==> src/mtgb_pkg.sv <==
package mtgb_pkg;
	localparam int GENS = 8;
	localparam int GEN_W = 3;
	localparam int IDX_W = 10;
	localparam int ADDR_W = GEN_W + IDX_W;
	localparam logic [IDX_W-1:0] MT_WORDS = 10'd624;
	localparam logic [IDX_W-1:0] MT_LAST = 10'd623;
	localparam logic [IDX_W-1:0] MT_SHIFT = 10'd397;
	localparam logic [31:0] MT_INIT_MULT = 32'd1812433253;
	localparam logic [31:0] MT_MATRIX = 32'h9908b0df;
	localparam logic [31:0] MT_UPPER = 32'h80000000;
	localparam logic [31:0] MT_LOWER = 32'h7fffffff;
	localparam logic [31:0] MT_TEMPER_B = 32'h9d2c5680;
	localparam logic [31:0] MT_TEMPER_C = 32'hefc60000;

	typedef enum logic [3:0] {
		ST_IDLE, ST_SWR, ST_SMUL, ST_SADD, ST_DCHK, ST_TWA, ST_TWB, ST_TWC, ST_DT, ST_FIN
	} state_t;

	typedef struct packed {
		logic load;
		logic seed_wr;
		logic seed_mul;
		logic seed_add;
		logic draw_chk;
		logic tw_a;
		logic tw_b;
		logic tw_c;
		logic draw_t;
		logic finish;
	} cmd_t;

	typedef struct packed {
		logic need_twist;
		logic j_last;
		logic g_last;
		logic k_last;
		logic more_words;
		logic out_free;
	} sts_t;

	function automatic logic [31:0] temper(input logic [31:0] w);
		logic [31:0] y;
		y = w ^ (w >> 11);
		y = y ^ ((y << 7) & MT_TEMPER_B);
		y = y ^ ((y << 15) & MT_TEMPER_C);
		y = y ^ (y >> 18);
		return y;
	endfunction

	function automatic logic [IDX_W-1:0] wrap_next(input logic [IDX_W-1:0] k);
		return (k == MT_LAST) ? '0 : k + 10'd1;
	endfunction

	function automatic logic [IDX_W-1:0] wrap_far(input logic [IDX_W-1:0] k);
		logic [IDX_W:0] s;
		s = {1'b0, k} + {1'b0, MT_SHIFT};
		return (s >= {1'b0, MT_WORDS}) ? IDX_W'(s - {1'b0, MT_WORDS}) : s[IDX_W-1:0];
	endfunction
endpackage

==> src/mtgb_ctrl.sv <==
module mtgb_ctrl (
	input  logic clk,
	input  logic arst_n,
	input  logic in_valid,
	input  logic mode,
	input  mtgb_pkg::sts_t sts,
	output logic in_ready,
	output mtgb_pkg::cmd_t cmd
);
	import mtgb_pkg::*;

	state_t state_q, state_d;

	always_ff @(posedge clk or negedge arst_n) begin
		if (!arst_n) begin
			state_q <= ST_IDLE;
		end else begin
			state_q <= state_d;
		end
	end

	always_comb begin
		state_d = state_q;
		cmd = '0;
		in_ready = 1'b0;
		case (state_q)
			ST_IDLE: begin
				in_ready = 1'b1;
				if (in_valid) begin
					cmd.load = 1'b1;
					state_d = mode ? ST_DCHK : ST_SWR;
				end
			end
			ST_SWR: begin
				cmd.seed_wr = 1'b1;
				if (sts.j_last && sts.g_last) state_d = ST_FIN;
				else if (!sts.j_last) state_d = ST_SMUL;
			end
			ST_SMUL: begin
				cmd.seed_mul = 1'b1;
				state_d = ST_SADD;
			end
			ST_SADD: begin
				cmd.seed_add = 1'b1;
				state_d = ST_SWR;
			end
			ST_DCHK: begin
				cmd.draw_chk = 1'b1;
				state_d = sts.need_twist ? ST_TWA : ST_DT;
			end
			ST_TWA: begin
				cmd.tw_a = 1'b1;
				state_d = ST_TWB;
			end
			ST_TWB: begin
				cmd.tw_b = 1'b1;
				state_d = ST_TWC;
			end
			ST_TWC: begin
				cmd.tw_c = 1'b1;
				state_d = sts.k_last ? ST_DCHK : ST_TWB;
			end
			ST_DT: begin
				cmd.draw_t = 1'b1;
				state_d = sts.more_words ? ST_DCHK : ST_FIN;
			end
			ST_FIN: begin
				if (sts.out_free) begin
					cmd.finish = 1'b1;
					state_d = ST_IDLE;
				end
			end
			default: state_d = ST_IDLE;
		endcase
	end
endmodule

==> config.mk <==
export PLATFORM = sky130hd
export DESIGN_NAME = mtgb_ctrl
export DESIGN_NICKNAME = d
export VERILOG_FILES = /design/src/mtgb_pkg.sv /design/src/mtgb_ctrl.sv
export SDC_FILE = /design/constraint.sdc
export NUM_CORES = 1
export LEC_CHECK = 0
export BUFFER_PORTS_ARGS = -buffer_cell sky130_fd_sc_hd__buf_2
export CAP_MARGIN = 20
export CORE_AREA = 2 2 39 41
export CTS_BUF_LIST = sky130_fd_sc_hd__clkbuf_8
export DETAILED_ROUTE_END_ITERATION = 7
export DIE_AREA = 0 0 41 43
export PLACE_DENSITY_LB_ADDON = 0.15
export SLEW_MARGIN = 5
export SYNTH_ARGS = -nofsm -noshare
export SYNTH_HDL_FRONTEND = slang
export SYNTH_SLANG_ARGS = --single-unit
==> constraint.sdc <==
create_clock -name clk -period 1.8 [get_ports clk]
set_input_delay 0.18 -clock clk [delete_from_list [all_inputs] [get_ports clk]]
set_output_delay 0.18 -clock clk [all_outputs]
set_load 0.02 [all_outputs]
; ---- Word-level counts from Yosys, hierarchy flattened
; Cells that the tools add are included.
[word_totals]
regBits = 4
output_inout_bits = 11
[classes]
eq_ne = 12
n_mux = 22
reduce_logical = 3
[op_table]
columns = operator, n
row1 = 4-bit one-hot mux with 10 select lines, 1
row2 = 4-bit two-way mux, 6
row3 = "4-bit by 3-bit equality test with 1-bit output, second input constant", 4
row4 = 1-bit two-way mux, 13
row5 = "4-bit by 2-bit equality test with 1-bit output, second input constant", 2
row6 = "4-bit equality test, second input constant", 2
row7 = "4-bit by 1-bit equality test with 1-bit output, second input constant", 1
row8 = 4-bit logical NOT, 1
row9 = "2-bit != test, second input constant", 2
row10 = 3-bit two-way mux, 1
row11 = "3-bit != test, second input constant", 1
row12 = 3-bit AND reduction, 1
row13 = 2-bit two-way mux, 1
row14 = 1-bit logical AND, 1

; ---- Logic depth before layout (Yosys ltp)
[depth]
ltp_word = 3
mapped_depth = 5
mapped_depth_nobuf = 4

; ---- Least setup slack after synthesis
; No wires, ideal clock.
[synth_timing]
kind = flip-flop to output port
from = register state_q[0]
to = output port cmd[9] in the netlist's numbering
t_arrival_ns = 1.583
t_required_ns = 1.620
slack_ns = 0.037
stages_incl_launch_ff = 5
path_buffers = 1
cell_sequence = dfrtp_1 > buf_4 > or2_1 > nor3_1 > and2_1
[synth_rtl]
columns = element, line
row1 = from (decl), mtgb_ctrl.sv:12  ; state_t state_q, state_d;
row2 = from (signal assigned), mtgb_ctrl.sv:18  ; state_q <= state_d;
row3 = to (decl), mtgb_ctrl.sv:8  ; output mtgb_pkg::cmd_t cmd

==> metrics.md <==
| Metric | Value |
|---|---|
| Synth top cells by count | 8 x nor2_1, 6 x nor3_1, 5 x nand2b_1 |
| Setup tns final | 0 ns |
| Vias post-DR | 456 |
| Main synth FF type | dfrtp_1 |
| Cell leakage power | 0.275 nW |
| GRT Overall Usage | 0.137 |
| Drt total wl | 1030 um |
| Number of DRC markers in iteration 0 | 8 |
| Layout cell share with drive strength beyond 1 | 0.355 |
| CTS tree | done |
| Slew @ Worst Pin | 0.415 ns |
| Non-Filler Instances | 92 |
| Crit path capture type | output port |
| Final period util | 0.918 |
| Buffers & Inverters on Critical Path | 1 |
| Place WS | 0.290 ns |
| Sequential fraction of the synthesis area | 0.236 |
| Synth top area cells | dfrtp_1 24%, nand2b_1 7.4%, nor3_1 7.1% |
| Grt ovf | 0 |
| RSZ-0062 raised after global routing | false |
| Number of synthesized register bits | 4 |
| Syn Std Cell Area | 424 um^2 |
| Core Area | 0.00138 mm^2 |
| Maximum vdd drop | 0.000681 V |
| Synthesized net count | 65 |
| Initial antenna violation count | 0 |
| Slowest stage cell, crit path | dfrtp_1 |
| YS warnings | 0 |
| Largest net degree at the start of global routing | 14 |
| Routability cong. | 0.724 |
| Reg with most FFs | state_q |
| Vias per inst | 4.96 |
| Area delta synth->final | 34.2% |
| Final setup viols | 0 |
| Clock Pin Slew Worst Setup and Hold Paths | 0.03 ns |
| Die height | 43 um |
| Critical Path Source Type | flop |
| Max Cap Violations | 0 |
| Final ANT Viol Nets | 0 |
| CTS Buffer Depth | 2 |
| Clock skew | 0.000620 ns |
| Min Hold Slack | 0.289 ns |
| Max FFs per register | 4 |
| Critical path depth in cells | 4 |
| Maximum fanout along the worst path | 9 |
| Worst Setup Path Type | flop to output port |
| Max transition margin | 0.723 |
| Delay-heaviest family, CP | simple AND/OR/NAND/NOR gates |
| Postcts setup bufs | 0 |
| Post-CTS sizing | 0 |
| Num CTS Buffers | 3 |
| Synth async-reset ratio | 1.00 |
| Vias in the first global route | 407 |
| Max-slew violation count | 0 |
| Post-synthesis cell count | 55 |
| Final instance area | 569 um^2 |
| Critical Path RT | 1.62 ns |
| Nets@finish | 88 |
| Cells along the critical path | or2_1 > nor3_1 > and2_1 > buf_2 |
| Final Util | 0.411 |
| Mean post-synth cell area | 7.71 um^2 |
| Port Buffers | 20 |
| Die width | 41 um |
| Tmin final | 1.65 ns |
| Power Dens Cells | 1750 mW/mm^2 |
| Starting density of the core | 0.307 |
| Total chip power | 0.996 mW |
| Hold Path Class | input port to flop |
| Hold_buf cts | 1 |
| Post-Place Cell Area | 518 um^2 |
| Row Count | 14 |
| Worst hold path depth | 3 |
| Drt pass-1 iters | 4 |
| Biggest regs | state_q (4) |
| Maximum clock frequency | 605 MHz |
| I/O Pins | 21 |
| Placed cell count | 88 |
| CP arrival | 1.47 ns |
| Sink Count | 4 |
| R2R depth | 4 |
| DRC violations left | 0 |
| Most common cell in the netlist | nor2_1 |
| Max stage delay on crit path | 0.46 ns |
| Post-synth top area share | 0.236 |
| Count of final hold-check violations | 0 |
| N_diodes | 0 |
| Number of library cell types mapped by synthesis | 28 |
| Status | completed |
| Worst skew pair latency | 0.21 ns |
| CTS H-Tree Depth | 1 |
| EDFF count, synth | 0 |
| DP HPWL | 803 um |
| Fin worst setup slack | 0.148 ns |
| First-pass GRT wire length | 1640 um |
| Die area | 0.00176 mm^2 |
| Root Buffer | clkbuf_8 |
| Post-DR wirelength/cell | 11.2 um |
| Yosys top cell by area | dfrtp_1 |
==> layout make-up <==
type	instances	area, um^2
Inverter	3	11.3
Fill cell	147	815
Timing Repair Buffer	21	110
Clock buffer	3	41.3
Multi-Input combinational cell	45	287
Tap cell	16	20.0
Sequential cell	4	100
==> path summary, 6_finish.rpt <==
kind / start / end / slack [ns]
worst max-delay path: state_q[0]$_DFFE_PN0P_ / cmd[9] / 0.15
worst min-delay path: sts[3] / state_q[3]$_DFFE_PN0P_ / 0.29
worst max register to register: state_q[2]$_DFFE_PN0P_ / state_q[2]$_DFFE_PN0P_ / 0.28
worst min register to register: state_q[1]$_DFFE_PN0P_ / state_q[3]$_DFFE_PN0P_ / 0.60
max in group asynchronous: arst_n / state_q[2]$_DFFE_PN0P_ / 1.38
min in group asynchronous: arst_n / state_q[0]$_DFFE_PN0P_ / 0.30
==> tightest hold or removal path, cell delays in order <==
cell and delay, ns:
buf_2 0.11, a31oi_1 0.07, o21ai_1 0.09
==> cell families (layout without fill, tap and decap cells) <==
group                  count (synthesis)  after routing  share of synthesized area
AND/OR/NAND/NOR                       31             31                      0.416
AO/OA/AOI/OAI                         12             12                      0.207
buffers and inverters                  6             27                     0.0885
flip-flops                             4              4                      0.236
multiplexers                           2              2                     0.0531
==> layer usage <==
layer / wire, um / track usage / vias up
met1: 478 / 0.176 / 203
li1: - / - / 237
met4: 18 / 0.0800 / 0
met2: 486 / 0.209 / 14
met3: 50 / 0.0157 / 2
met5: 0 / 0 / -
==> cell usage in the layout, fill, tap and decap left out, types with 2 or more instances in the layout <==
cell,count
buf_2,20
nor2_1,8
nor3_2,2
nand2_1,4
clkbuf_8,3
inv_1,3
o21ai_1,2
nor3_1,6
nand2b_1,5
or2b_1,2
dfrtp_1,4
==> where the power goes <==
part           internal (mW)  switching, mW
clock network          0.142         0.0412
registers              0.131          0.108
logic                  0.248          0.326
No activity file was read; power rests on OpenSTA's default activity.
